<file path="src/sv/bbd_pkg.sv">
`default_nettype none
// ----------------------------------------------------------------------------
// bbd_pkg
// Shared constants, state types and lane control for the bounding box
// diagonal block.
// ----------------------------------------------------------------------------
package bbd_pkg;

   localparam int COORD_WIDTH_DEF = 32;
   localparam int DIAG_WIDTH      = 33;
   localparam int AXES            = 3;

   typedef enum logic {
      ST_TAKE,
      ST_LAUNCH
   } top_state_type;

   typedef enum logic [1:0] {
      MG_IDLE,
      MG_SQUARE,
      MG_ROOT,
      MG_HOLD
   } merge_state_type;

   typedef struct packed {
      logic take;
      logic first;
   } bbd_lane_ctl_type;

endpackage
`default_nettype wire

</file>
<file path="src/sv/bounding_box_diagonal.sv">
`default_nettype none
// ----------------------------------------------------------------------------
// bounding_box_diagonal
// Axis-aligned bounding box of a vertex set; on the last vertex returns the
// floor square root of the summed squared extents (Q17.16 diagonal).
// ----------------------------------------------------------------------------
//  channel | ports                                    | dir
//  req     | req_valid/ready, req_{x,y,z}_coord,      | in
//          | req_final_vertex                         |
//  rsp     | rsp_valid/ready, rsp_diagonal            | out
//
//  Non-final vertices are taken one per cycle by the three axis lanes.
//  After a final vertex the top stops taking requests until it has handed
//  the box to the merge unit, which then works in the background
//  (shift-add squares, one root bit per cycle); the hand-off of the next
//  final vertex, and every request behind it, waits for the merge unit to
//  be free. The result sits in an output register, so stalls on rsp only
//  hold up the next final vertex.
//  Synchronous reset clears the control state; no clearing pass.
// ----------------------------------------------------------------------------
module bounding_box_diagonal #(
   parameter int COORD_WIDTH = bbd_pkg::COORD_WIDTH_DEF
) (
   input  wire logic                            clock,
   input  wire logic                            reset,
   input  wire logic                            req_valid,
   output logic                                 req_ready,
   input  wire logic [COORD_WIDTH-1:0]          req_x_coord,
   input  wire logic [COORD_WIDTH-1:0]          req_y_coord,
   input  wire logic [COORD_WIDTH-1:0]          req_z_coord,
   input  wire logic                            req_final_vertex,
   output logic                                 rsp_valid,
   input  wire logic                            rsp_ready,
   output logic      [bbd_pkg::DIAG_WIDTH-1:0]  rsp_diagonal
);
   import bbd_pkg::*;

   top_state_type    state_ff, state_in;
   logic             seen_ff, seen_in;
   logic             accept;
   logic             start_valid;
   logic             start_ready;
   logic             launched;
   bbd_lane_ctl_type lane_ctl;

   logic [COORD_WIDTH-1:0] ext_x;
   logic [COORD_WIDTH-1:0] ext_y;
   logic [COORD_WIDTH-1:0] ext_z;

   assign accept   = req_valid && req_ready;
   assign launched = start_valid && start_ready;

   always_comb begin
      state_in = state_ff;
      case (state_ff)
         ST_TAKE: begin
            if (accept && req_final_vertex) state_in = ST_LAUNCH;
         end
         ST_LAUNCH: begin
            if (start_ready) state_in = ST_TAKE;
         end
         default: state_in = ST_TAKE;
      endcase
   end

   always_comb begin
      req_ready   = 1'b0;
      start_valid = 1'b0;
      case (state_ff)
         ST_TAKE:   req_ready   = 1'b1;
         ST_LAUNCH: start_valid = 1'b1;
         default: begin
            req_ready   = 1'b0;
            start_valid = 1'b0;
         end
      endcase
   end

   always_comb begin
      seen_in = seen_ff;
      if (launched) begin
         seen_in = 1'b0;
      end else if (accept) begin
         seen_in = 1'b1;
      end
   end

   always_ff @(posedge clock) begin
      if (reset) begin
         state_ff <= ST_TAKE;
         seen_ff  <= 1'b0;
      end else begin
         state_ff <= state_in;
         seen_ff  <= seen_in;
      end
   end

   assign lane_ctl.take  = accept;
   assign lane_ctl.first = !seen_ff;

   bbd_lane #(.COORD_WIDTH(COORD_WIDTH)) u_lane_x (
      .clock  (clock),
      .ctl    (lane_ctl),
      .coord  (req_x_coord),
      .extent (ext_x)
   );

   bbd_lane #(.COORD_WIDTH(COORD_WIDTH)) u_lane_y (
      .clock  (clock),
      .ctl    (lane_ctl),
      .coord  (req_y_coord),
      .extent (ext_y)
   );

   bbd_lane #(.COORD_WIDTH(COORD_WIDTH)) u_lane_z (
      .clock  (clock),
      .ctl    (lane_ctl),
      .coord  (req_z_coord),
      .extent (ext_z)
   );

   bbd_merge #(.COORD_WIDTH(COORD_WIDTH)) u_merge (
      .clock        (clock),
      .reset        (reset),
      .start_valid  (start_valid),
      .start_ready  (start_ready),
      .ext_x        (ext_x),
      .ext_y        (ext_y),
      .ext_z        (ext_z),
      .rsp_valid    (rsp_valid),
      .rsp_ready    (rsp_ready),
      .rsp_diagonal (rsp_diagonal)
   );

endmodule
`default_nettype wire

</file>
<file path="src/sv/bbd_lane.sv">
`default_nettype none
// ----------------------------------------------------------------------------
// bbd_lane
// Per-axis min/max tracker. Coordinates are kept in offset-binary form so
// an unsigned compare orders them; extent is max minus min.
// ----------------------------------------------------------------------------
module bbd_lane #(
   parameter int COORD_WIDTH = bbd_pkg::COORD_WIDTH_DEF
) (
   input  wire logic                       clock,
   input  wire bbd_pkg::bbd_lane_ctl_type  ctl,
   input  wire logic [COORD_WIDTH-1:0]     coord,
   output logic      [COORD_WIDTH-1:0]     extent
);
   import bbd_pkg::*;

   logic [COORD_WIDTH-1:0] biased;
   logic [COORD_WIDTH-1:0] low_ff;
   logic [COORD_WIDTH-1:0] high_ff;

   assign biased = {~coord[COORD_WIDTH-1], coord[COORD_WIDTH-2:0]};
   assign extent = high_ff - low_ff;

   always_ff @(posedge clock) begin
      if (ctl.take) begin
         if (ctl.first || (biased < low_ff)) begin
            low_ff <= biased;
         end
         if (ctl.first || (biased > high_ff)) begin
            high_ff <= biased;
         end
      end
   end

endmodule
`default_nettype wire

</file>
<file path="src/sv/bbd_merge.sv">
`default_nettype none
// ----------------------------------------------------------------------------
// bbd_merge
// Combines the three lane extents: shift-add sum of squares, then a
// bit-per-cycle integer square root, into a result output register.
// ----------------------------------------------------------------------------
module bbd_merge #(
   parameter int COORD_WIDTH = bbd_pkg::COORD_WIDTH_DEF
) (
   input  wire logic                            clock,
   input  wire logic                            reset,
   input  wire logic                            start_valid,
   output logic                                 start_ready,
   input  wire logic [COORD_WIDTH-1:0]          ext_x,
   input  wire logic [COORD_WIDTH-1:0]          ext_y,
   input  wire logic [COORD_WIDTH-1:0]          ext_z,
   output logic                                 rsp_valid,
   input  wire logic                            rsp_ready,
   output logic      [bbd_pkg::DIAG_WIDTH-1:0]  rsp_diagonal
);
   import bbd_pkg::*;

   localparam int SUM_W = 2 * COORD_WIDTH + 2;
   localparam int RT_W  = COORD_WIDTH + 1;
   localparam int REM_W = RT_W + 2;
   localparam int CNT_W = $clog2(RT_W);
   localparam int AX_W  = $clog2(AXES);
   localparam int EXT_W = (RT_W > DIAG_WIDTH) ? RT_W : DIAG_WIDTH;

   merge_state_type state_ff, state_in;

   logic [COORD_WIDTH-1:0] ext_ff [AXES];
   logic [AX_W-1:0]        axis_ff;
   logic [AX_W-1:0]        next_axis;
   logic [COORD_WIDTH-1:0] cur_ff;
   logic [SUM_W-1:0]       addend_ff;
   logic [SUM_W-1:0]       acc_ff;
   logic [REM_W-1:0]       rem_ff;
   logic [RT_W-1:0]        root_ff;
   logic [CNT_W-1:0]       cnt_ff;
   logic [DIAG_WIDTH-1:0]  out_ff;
   logic                   out_valid_ff, out_valid_in;

   logic                   last_axis;
   logic                   load_out;
   logic [REM_W+1:0]       shifted;
   logic [REM_W+1:0]       trial;
   logic                   fits;
   logic [EXT_W-1:0]       root_ext;

   assign next_axis = axis_ff + AX_W'(1);
   assign last_axis = (axis_ff == AX_W'(AXES - 1));
   assign shifted   = {rem_ff, acc_ff[SUM_W-1:SUM_W-2]};
   assign trial     = (REM_W + 2)'({root_ff, 2'b01});
   assign fits      = (shifted >= trial);
   assign root_ext  = EXT_W'(root_ff);

   always_comb begin
      state_in = state_ff;
      case (state_ff)
         MG_IDLE: begin
            if (start_valid) state_in = MG_SQUARE;
         end
         MG_SQUARE: begin
            if ((cur_ff == '0) && last_axis) state_in = MG_ROOT;
         end
         MG_ROOT: begin
            if (cnt_ff == '0) state_in = MG_HOLD;
         end
         MG_HOLD: begin
            if (!out_valid_ff || rsp_ready) state_in = MG_IDLE;
         end
         default: state_in = MG_IDLE;
      endcase
   end

   always_comb begin
      start_ready = 1'b0;
      load_out    = 1'b0;
      case (state_ff)
         MG_IDLE: start_ready = 1'b1;
         MG_HOLD: load_out = !out_valid_ff || rsp_ready;
         default: begin
            start_ready = 1'b0;
            load_out    = 1'b0;
         end
      endcase
   end

   always_comb begin
      out_valid_in = out_valid_ff;
      if (load_out) begin
         out_valid_in = 1'b1;
      end else if (rsp_ready) begin
         out_valid_in = 1'b0;
      end
   end

   always_ff @(posedge clock) begin
      if (reset) begin
         state_ff     <= MG_IDLE;
         out_valid_ff <= 1'b0;
      end else begin
         state_ff     <= state_in;
         out_valid_ff <= out_valid_in;
      end
   end

   always_ff @(posedge clock) begin
      case (state_ff)
         MG_IDLE: begin
            if (start_valid) begin
               ext_ff[0] <= ext_x;
               ext_ff[1] <= ext_y;
               ext_ff[2] <= ext_z;
               cur_ff    <= ext_x;
               addend_ff <= SUM_W'(ext_x);
               acc_ff    <= '0;
               axis_ff   <= '0;
            end
         end
         MG_SQUARE: begin
            if (cur_ff != '0) begin
               if (cur_ff[0]) acc_ff <= acc_ff + addend_ff;
               cur_ff    <= cur_ff >> 1;
               addend_ff <= addend_ff << 1;
            end else if (!last_axis) begin
               axis_ff   <= next_axis;
               cur_ff    <= ext_ff[next_axis];
               addend_ff <= SUM_W'(ext_ff[next_axis]);
            end else begin
               rem_ff  <= '0;
               root_ff <= '0;
               cnt_ff  <= CNT_W'(RT_W - 1);
            end
         end
         MG_ROOT: begin
            acc_ff <= acc_ff << 2;
            cnt_ff <= cnt_ff - CNT_W'(1);
            if (fits) begin
               rem_ff  <= REM_W'(shifted - trial);
               root_ff <= {root_ff[RT_W-2:0], 1'b1};
            end else begin
               rem_ff  <= REM_W'(shifted);
               root_ff <= {root_ff[RT_W-2:0], 1'b0};
            end
         end
         MG_HOLD: begin
            if (load_out) out_ff <= root_ext[DIAG_WIDTH-1:0];
         end
         default: begin
         end
      endcase
   end

   assign rsp_valid    = out_valid_ff;
   assign rsp_diagonal = out_ff;

endmodule
`default_nettype wire

</file>
<file path="config.mk">
export PLATFORM = sky130hd
export DESIGN_NAME = bounding_box_diagonal
export DESIGN_NICKNAME = d
export VERILOG_FILES = /design/src/sv/bbd_pkg.sv /design/src/sv/bounding_box_diagonal.sv /design/src/sv/bbd_lane.sv /design/src/sv/bbd_merge.sv
export SDC_FILE = /design/constraint.sdc
export NUM_CORES = 1
export LEC_CHECK = 0
export ABC_AREA = 1
export BUFFER_PORTS_ARGS = -buffer_cell sky130_fd_sc_hd__buf_4
export CORE_ASPECT_RATIO = 0.5
export CORE_MARGIN = 3
export CORE_UTILIZATION = 45
export CTS_BUF_LIST = sky130_fd_sc_hd__clkbuf_8 sky130_fd_sc_hd__clkbuf_16
export CTS_CLUSTER_SIZE = 20
export DETAILED_ROUTE_END_ITERATION = 6
export MAX_ROUTING_LAYER = met4
export PLACE_DENSITY_LB_ADDON = 0.2
export SKIP_CTS_REPAIR_TIMING = 1
export SLEW_MARGIN = 10
export SYNTH_ARGS = -nofsm -noshare
export SYNTH_HDL_FRONTEND = slang
export SYNTH_SLANG_ARGS = --single-unit
</file>
<file path="constraint.sdc">
create_clock -name clock -period 18.2 [get_ports clock]
set_clock_uncertainty 0.15 [all_clocks]
set_input_delay 0 -clock clock [delete_from_list [all_inputs] [get_ports clock]]
set_output_delay 0 -clock clock [all_outputs]
set_load 0.03 [all_outputs]
</file>
==> run_results.csv, run 1 <==
group,metric,value,unit
drt,dr_total_vias,33013,
global_routing,grt_pass1_vias,30769,
drt,postRouteAntennaNets,0,
drt,wl_per_cell,17.9,um
synthesis,syn_inst,4736,
timing,relSlewSlack,21.3,%
setup_path,cp.arrival,4690,ps
global_routing,overflow,0,
synthesis,synth_area_leaders,"edfxtp_1 43%, ha_1 13%, nand2_1 11%, inv_1 7.6%, a21oi_1 5.9%",
drt,viasPerCell,5.27,
drt,first_iter_violations,3108,
global_routing,grt_max_degree,86,
cts,clock_sinks,566,
setup_path,cp.required,18340,ps
drt,wl_met2,49600,um
floorplan,dieArea,90200,um2
layout,fill_cells,7938,
setup_path,critPathLaunchType,"register",
layout,drive_gt1_share,5.67,%
floorplan,die_x,422,um
floorplan,rows,75,
global_routing,grt_pass1_wl,171000,um
cts,cts-root-buf,"clkbuf_16",
setup_path,cpPeakStageDelay,990,ps
layout,register_area,16900,um2
power,power_density,161,nW/um2
timing,hold_violations,0,
synthesis,ys_top_cells_by_count,"1135 x nand2_1, 785 x inv_1, 561 x edfxtp_1",
synthesis,syn_area_per_cell,8.21,um2
global_routing,grt_use_total,24.6,%
timing,rsz0062_at_grt,"no",
placed_design,port-buffer-count,135,
layout,final_cell_area,45000,um2
timing,min_period_over_period,25.0,%
layout,multi_input_area,18800,um2
cts,tritoncts,"yes",
synthesis,yosys.area.top_type,"edfxtp_1",
cts,cts_made_buffers,53,
floorplan,io_pins,136,
power,power.total,7.27,mW
setup_path,critPathBufInv,4,
timing,fmax,220,MHz
setup_path,crit_path_end_kind,"register",
synthesis,syn_area,38900,um2
timing,holdWs,50.4,ps
placed_design,placed_cell_area,41300,um2
power,peakVddDrop,0.103,mV
timing,tns,0,ps
hold_path,holdCritPathClass,"in -> reg",
synthesis,ys_types,55,
setup_path,cp_common_cell,"buf_4",
layout,finalNonFillerCells,6266,
setup_path,cpLargestDelayFamily,"buffers and inverters",
floorplan,die_h,214,um
layout,utilization,53.1,%
synthesis,synth_warnings,0,
power,p_leak,20.5,nW
drt,wl_met1,53100,um
setup_path,critPathMaxFanout,65,
timing,slew_viol_final,0,
synthesis,async_flop_share,0,%
floorplan,initial_core_util,45.9,%
cts,clock_latency,670,ps
cts,clkTransAtPathRegs,70,ps
setup_path,critPathKind,"reg -> reg",
outcome,status,"finished, final reports clean",
timing,tightest_slew,1180,ps
floorplan,core-area,84700,um2
drt,routed.top_layer,"met4",
synthesis,synthesis.nets,5230,
job,cap_violations,0,
layout,diodes,0,
global_routing,antenna_found_initial,0,
drt,routed_wl,112000,um
layout,area_growth,15.7,%
cts,cts_max_level,2,
synthesis,synth_most_common_cell,"nand2_1",
synthesis,ys.flop_type,"edfxtp_1",
placed_design,hpwl,85000,um
placed_design,place.gp.congestion,1.00,
timing,period_needed,4550,ps
drt,met3WireLength,7850,um
setup_path,crit_chain,"nor4_1, nand4_1, nor2_1, buf_4, nor2_4, buf_4, clkinv_1, o21ai_4, buf_4",
drt,drc,0,
placed_design,dp.cells,5974,
setup_path,slowest_stage,"clkinv_1",
placed_design,place_ws,13020,ps
cts,cts_buffer_depth,3,
layout,final_nets,5564,
timing,setup-violations-final,0,
synthesis,ys_seq_area_share,43.6,%
timing,finalWorstSetupSlack,13650,ps
synthesis,synth-seq-cells,566,
drt,detail_route.first_pass.iterations,6,
synthesis,synth_edf_count,561,
synthesis,synth_top_area_share,43.3,%
-- placed cells by master, fill, tap and decap left out, drive strengths merged, types with 5 or more instances in the layout --
cell | Yosys | final
clkbuf | 40 | 53
dfxtp | 5 | 5
nor2 | 438 | 438
a31oi | 22 | 22
o21bai | 26 | 26
xnor2 | 28 | 28
edfxtp | 561 | 561
o22ai | 7 | 7
nor4 | 15 | 15
o211ai | 9 | 9
xor2 | 78 | 78
clkinv | 2 | 23
dlygate4sd3 | 0 | 195
o31ai | 6 | 6
nand3b | 8 | 8
inv | 788 | 798
a21oi | 462 | 462
nand3 | 225 | 225
mux2i | 15 | 15
clkinvlp | 0 | 8
nand2 | 1139 | 1139
ha | 389 | 389
buf | 26 | 150
o221ai | 11 | 11
a21boi | 8 | 8
nor3 | 51 | 51
a21o | 26 | 26
and2 | 9 | 9
or2 | 5 | 5
o21ai | 250 | 250
o21a | 21 | 21
nand4 | 50 | 50
-- final timing paths --
path                                            from  cells after the start                  endpoint  slack (ps)
worst max register to register    u_merge.cur_ff[28]                      9     u_merge.addend_ff[23]       13650
worst max-delay path              u_merge.cur_ff[28]                      9     u_merge.addend_ff[23]       13650
worst min register to register  u_merge.root_ext[11]                      0  u_merge.rsp_diagonal[11]         330
worst min-delay path                       req_valid                      4                  state_ff          50
-- routing by layer --
layer | vias to the layer above | GRT usage, %
met5 | - | -
met4 | 0 | 4.30
met3 | 110 | 3.99
met2 | 930 | 37.9
met1 | 15445 | 34.5
li1 | 16528 | -
-- area by class of cell --
class	instances	share of cell area [%]
clock buffer	53	2.95
clock inverter	43	0.923
inverter	790	6.60
multi-input combinational	3314	41.8
sequential	566	37.7
tap	1155	3.21
timing repair buffer	345	6.89
-- cell families (layout without fill, tap and decap cells) --
logic type | Yosys count | after routing | synth area share, %
and+or+nand+nor | 1942 | 1942 | 20.5
DFF | 566 | 566 | 43.6
adders and majority gates | 393 | 393 | 12.7
AOI/OAI and AO/OA | 854 | 854 | 11.9
xor gates and xnor gates | 106 | 106 | 2.39
buffers and inverters | 856 | 1231 | 8.41
muxes | 19 | 19 | 0.502
-- where the power goes --
group	internal (mW)	total, mW	switching, mW
clock	0.598	1.14	0.545
sequential	1.99	2.24	0.248
combinational	1.20	3.88	2.68
-- registers in the layout (all words and copies together) (netlist names), 2 cells and up --
name                  count
u_lane_z.low_ff          32
u_merge.state_ff          2
u_merge.addend_ff        66
u_lane_x.high_ff         32
u_merge.root_ext         33
u_lane_z.high_ff         32
u_lane_y.low_ff          32
u_lane_x.low_ff          32
u_merge.cur_ff           32
u_merge.acc_ff           66
u_merge.rem_ff           35
u_merge.cnt_ff            6
u_merge.ext_ff           96
u_merge.axis_ff           2
u_merge.rsp_diagonal     33
u_lane_y.high_ff         32
-- worst min-delay path, delay by kind of cell --
family	cells	cell delay, ps
AND/OR/NAND/NOR	1	80
buffers and inverters	2	670
AO/OA/AOI/OAI	1	80
Note: power is estimated with default switching activity, not from simulation.
==> run 2, diff against run 1 <==
==> constraint.sdc (replaced) <==
create_clock -name clock -period 4 [get_ports clock]
set_clock_uncertainty 0.15 [all_clocks]
set_input_delay 0 -clock clock [delete_from_list [all_inputs] [get_ports clock]]
set_output_delay 0 -clock clock [all_outputs]
set_load 0.03 [all_outputs]
==> run_results.csv, run 2 (synthesis results as in run 1) <==
group,metric,value,unit
global_routing,grt_use_total,25.0,%
cts,cts_buffer_depth,3,
setup_path,critPathKind,"reg -> reg",
floorplan,initial_core_util,45.9,%
setup_path,slowest_stage,"fa_1",
floorplan,rows,75,
placed_design,port-buffer-count,135,
setup_path,crit_path_end_kind,"register",
setup_path,cpPeakStageDelay,450,ps
cts,cts_made_buffers,54,
floorplan,io_pins,136,
drt,routed_wl,114000,um
power,p_leak,20.6,nW
timing,tightest_slew,1170,ps
timing,setup-violations-final,0,
cts,clock_latency,670,ps
floorplan,die_x,422,um
power,peakVddDrop,0.683,mV
layout,drive_gt1_share,6.06,%
timing,rsz0062_at_grt,"no",
global_routing,grt_max_degree,67,
power,p_int,17.5,mW
drt,wl_per_cell,18.2,um
global_routing,grt_pass1_wl,174000,um
setup_path,critPathBufInv,0,
timing,finalWorstSetupSlack,705,ps
global_routing,overflow,0,
layout,final_nets,5583,
layout,top_register,"u_merge.ext_ff",
cts,cts_max_level,2,
power,swShare,47.6,%
global_routing,grt_pass1_vias,31327,
cts,clock_sinks,566,
drt,drc,0,
timing,fmax,303,MHz
power,power_frac_comb,53.6,%
cts,tritoncts,"yes",
power,power_density,739,nW/um2
drt,viasPerCell,5.28,
drt,first_iter_violations,2772,
cts,cts-root-buf,"clkbuf_16",
timing,hold_violations,0,
layout,area_growth,16.2,%
job,cap_violations,0,
power,power.share.clock,16.1,%
layout,final_cell_mix,"1135 x nand2_1, 790 x inv_1, 561 x edfxtp_1",
timing,relSlewSlack,21.6,%
layout,layout_commonest_cell,"nand2_1",
setup_path,crit_chain,"ha_1, fa_1, nand3_1, nand2_1, nand2_1, nand2_1, nand3_1, nand2_1, nand2_1, nand2_1, nand2_1, nand3_1, nand3_1, a21oi_1",
floorplan,dieArea,90200,um2
power,power.switching,15.9,mW
setup_path,cpLargestDelayFamily,"simple AND/OR/NAND/NOR gates",
placed_design,place_ws,757,ps
drt,dr_total_vias,33209,
setup_path,cp-startpoint,"u_merge.addend_ff[0]",
placed_design,hpwl,86800,um
setup_path,cp_common_cell,"nand2_1",
outcome,status,"finished, final reports clean",
hold_path,holdCritPathClass,"in -> reg",
drt,detail_route.first_pass.iterations,6,
hold_path,hp-start,"req_final_vertex",
setup_path,cp.required,4200,ps
drt,postRouteAntennaNets,0,
timing,slew_viol_final,0,
setup_path,critPathMaxFanout,6,
global_routing,antenna_found_initial,0,
floorplan,core-area,84700,um2
setup_path,critPathLaunchType,"register",
timing,period_needed,3300,ps
placed_design,place.gp.congestion,0.980,
layout,largest_reg_flops,96,
cts,clkTransAtPathRegs,70,ps
setup_path,cp.arrival,3490,ps
floorplan,die_h,214,um
power,seqPwrFrac,30.4,%
timing,tns,0,ps
layout,reg_top3,"u_merge.ext_ff: 96 flops, u_merge.acc_ff: 66 flops, u_merge.addend_ff: 66 flops",
layout,fill_cells,7929,
setup_path,worstReg2RegStart,"u_merge.addend_ff[0]",
timing,min_period_over_period,82.4,%
-- run 2: cell types whose count changed in the layout (fill, tap and decap cells not counted), sizes merged --
cell,delta
dlygate4sd3,-1
inv,-1
buf,+19
bufinv,+2
diode,+1
clkinv,+1
clkbuf,+1
clkinvlp,-1
-- run 2: metal layers --
metal | share of wire [%] | global-route usage [%] | wire (um) | vias to the layer above
met5 | 0 | - | 0 | -
met3 | 6.5 | 3.32 | 7380 | 154
li1 | - | - | - | 16564
met4 | 2.0 | 5.79 | 2330 | 0
met1 | 47 | 35.0 | 54300 | 15497
met2 | 44 | 38.6 | 50400 | 994
-- run 2: tightest hold or removal path: cells and delay by family --
family | cells | cell delay [ps]
AO/OA/AOI/OAI | 1 | 80
buffers and inverters | 2 | 660
AND/OR/NAND/NOR | 1 | 80
-- run 2: power by group through the flow --
| stage | sequential [mW] | clock, mW | combinational (mW) |
|---|---|---|---|
| detailed placement | 10.3 | 0 | 17.4 |
| CTS | 10.1 | 5.50 | 17.5 |
| global placement | 10.2 | 0 | 17.3 |
| finish | 10.1 | 5.36 | 17.9 |
| floorplan | 9.89 | 0 | 12.3 |
| global route | 10.3 | 5.73 | 20.0 |
-- run 2: final timing paths --
| check | endpoint | slack [ps] | depth (start not counted) |
|---|---|---|---|
| hold reg to reg | u_merge.rsp_diagonal[32] | 320 | 0 |
| hold / removal | state_ff | 40 | 4 |
| setup reg to reg | u_merge.acc_ff[46] | 700 | 14 |
| setup / recovery | u_merge.acc_ff[46] | 700 | 14 |
-- run 2: cell type report --
cell class	count	area, um2	area share (%)
Antenna cell	1	2.50	0.00554
Clock buffer	54	1350	2.99
Clock inverter	44	434	0.961
Inverter	790	2970	6.57
Multi-Input combinational cell	3314	18800	41.6
Sequential cell	566	16900	37.5
Tap cell	1155	1450	3.20
Timing Repair Buffer	363	3240	7.16
-- run 2: stage by stage --
stage               total power, mW  cells  hold slack [ps]  instance area [um2]  utilization, %
global placement               27.5   5994             41.1                41500            48.9
CTS                            33.2   6092             -686                43200            51.0
global route                   36.0   6286             33.5                45200            53.3
detailed placement             27.6   5994             42.7                41500            48.9
finish                         33.4   6287             43.2                45200            53.3
floorplan                      22.2   4736            -80.9                38900               -
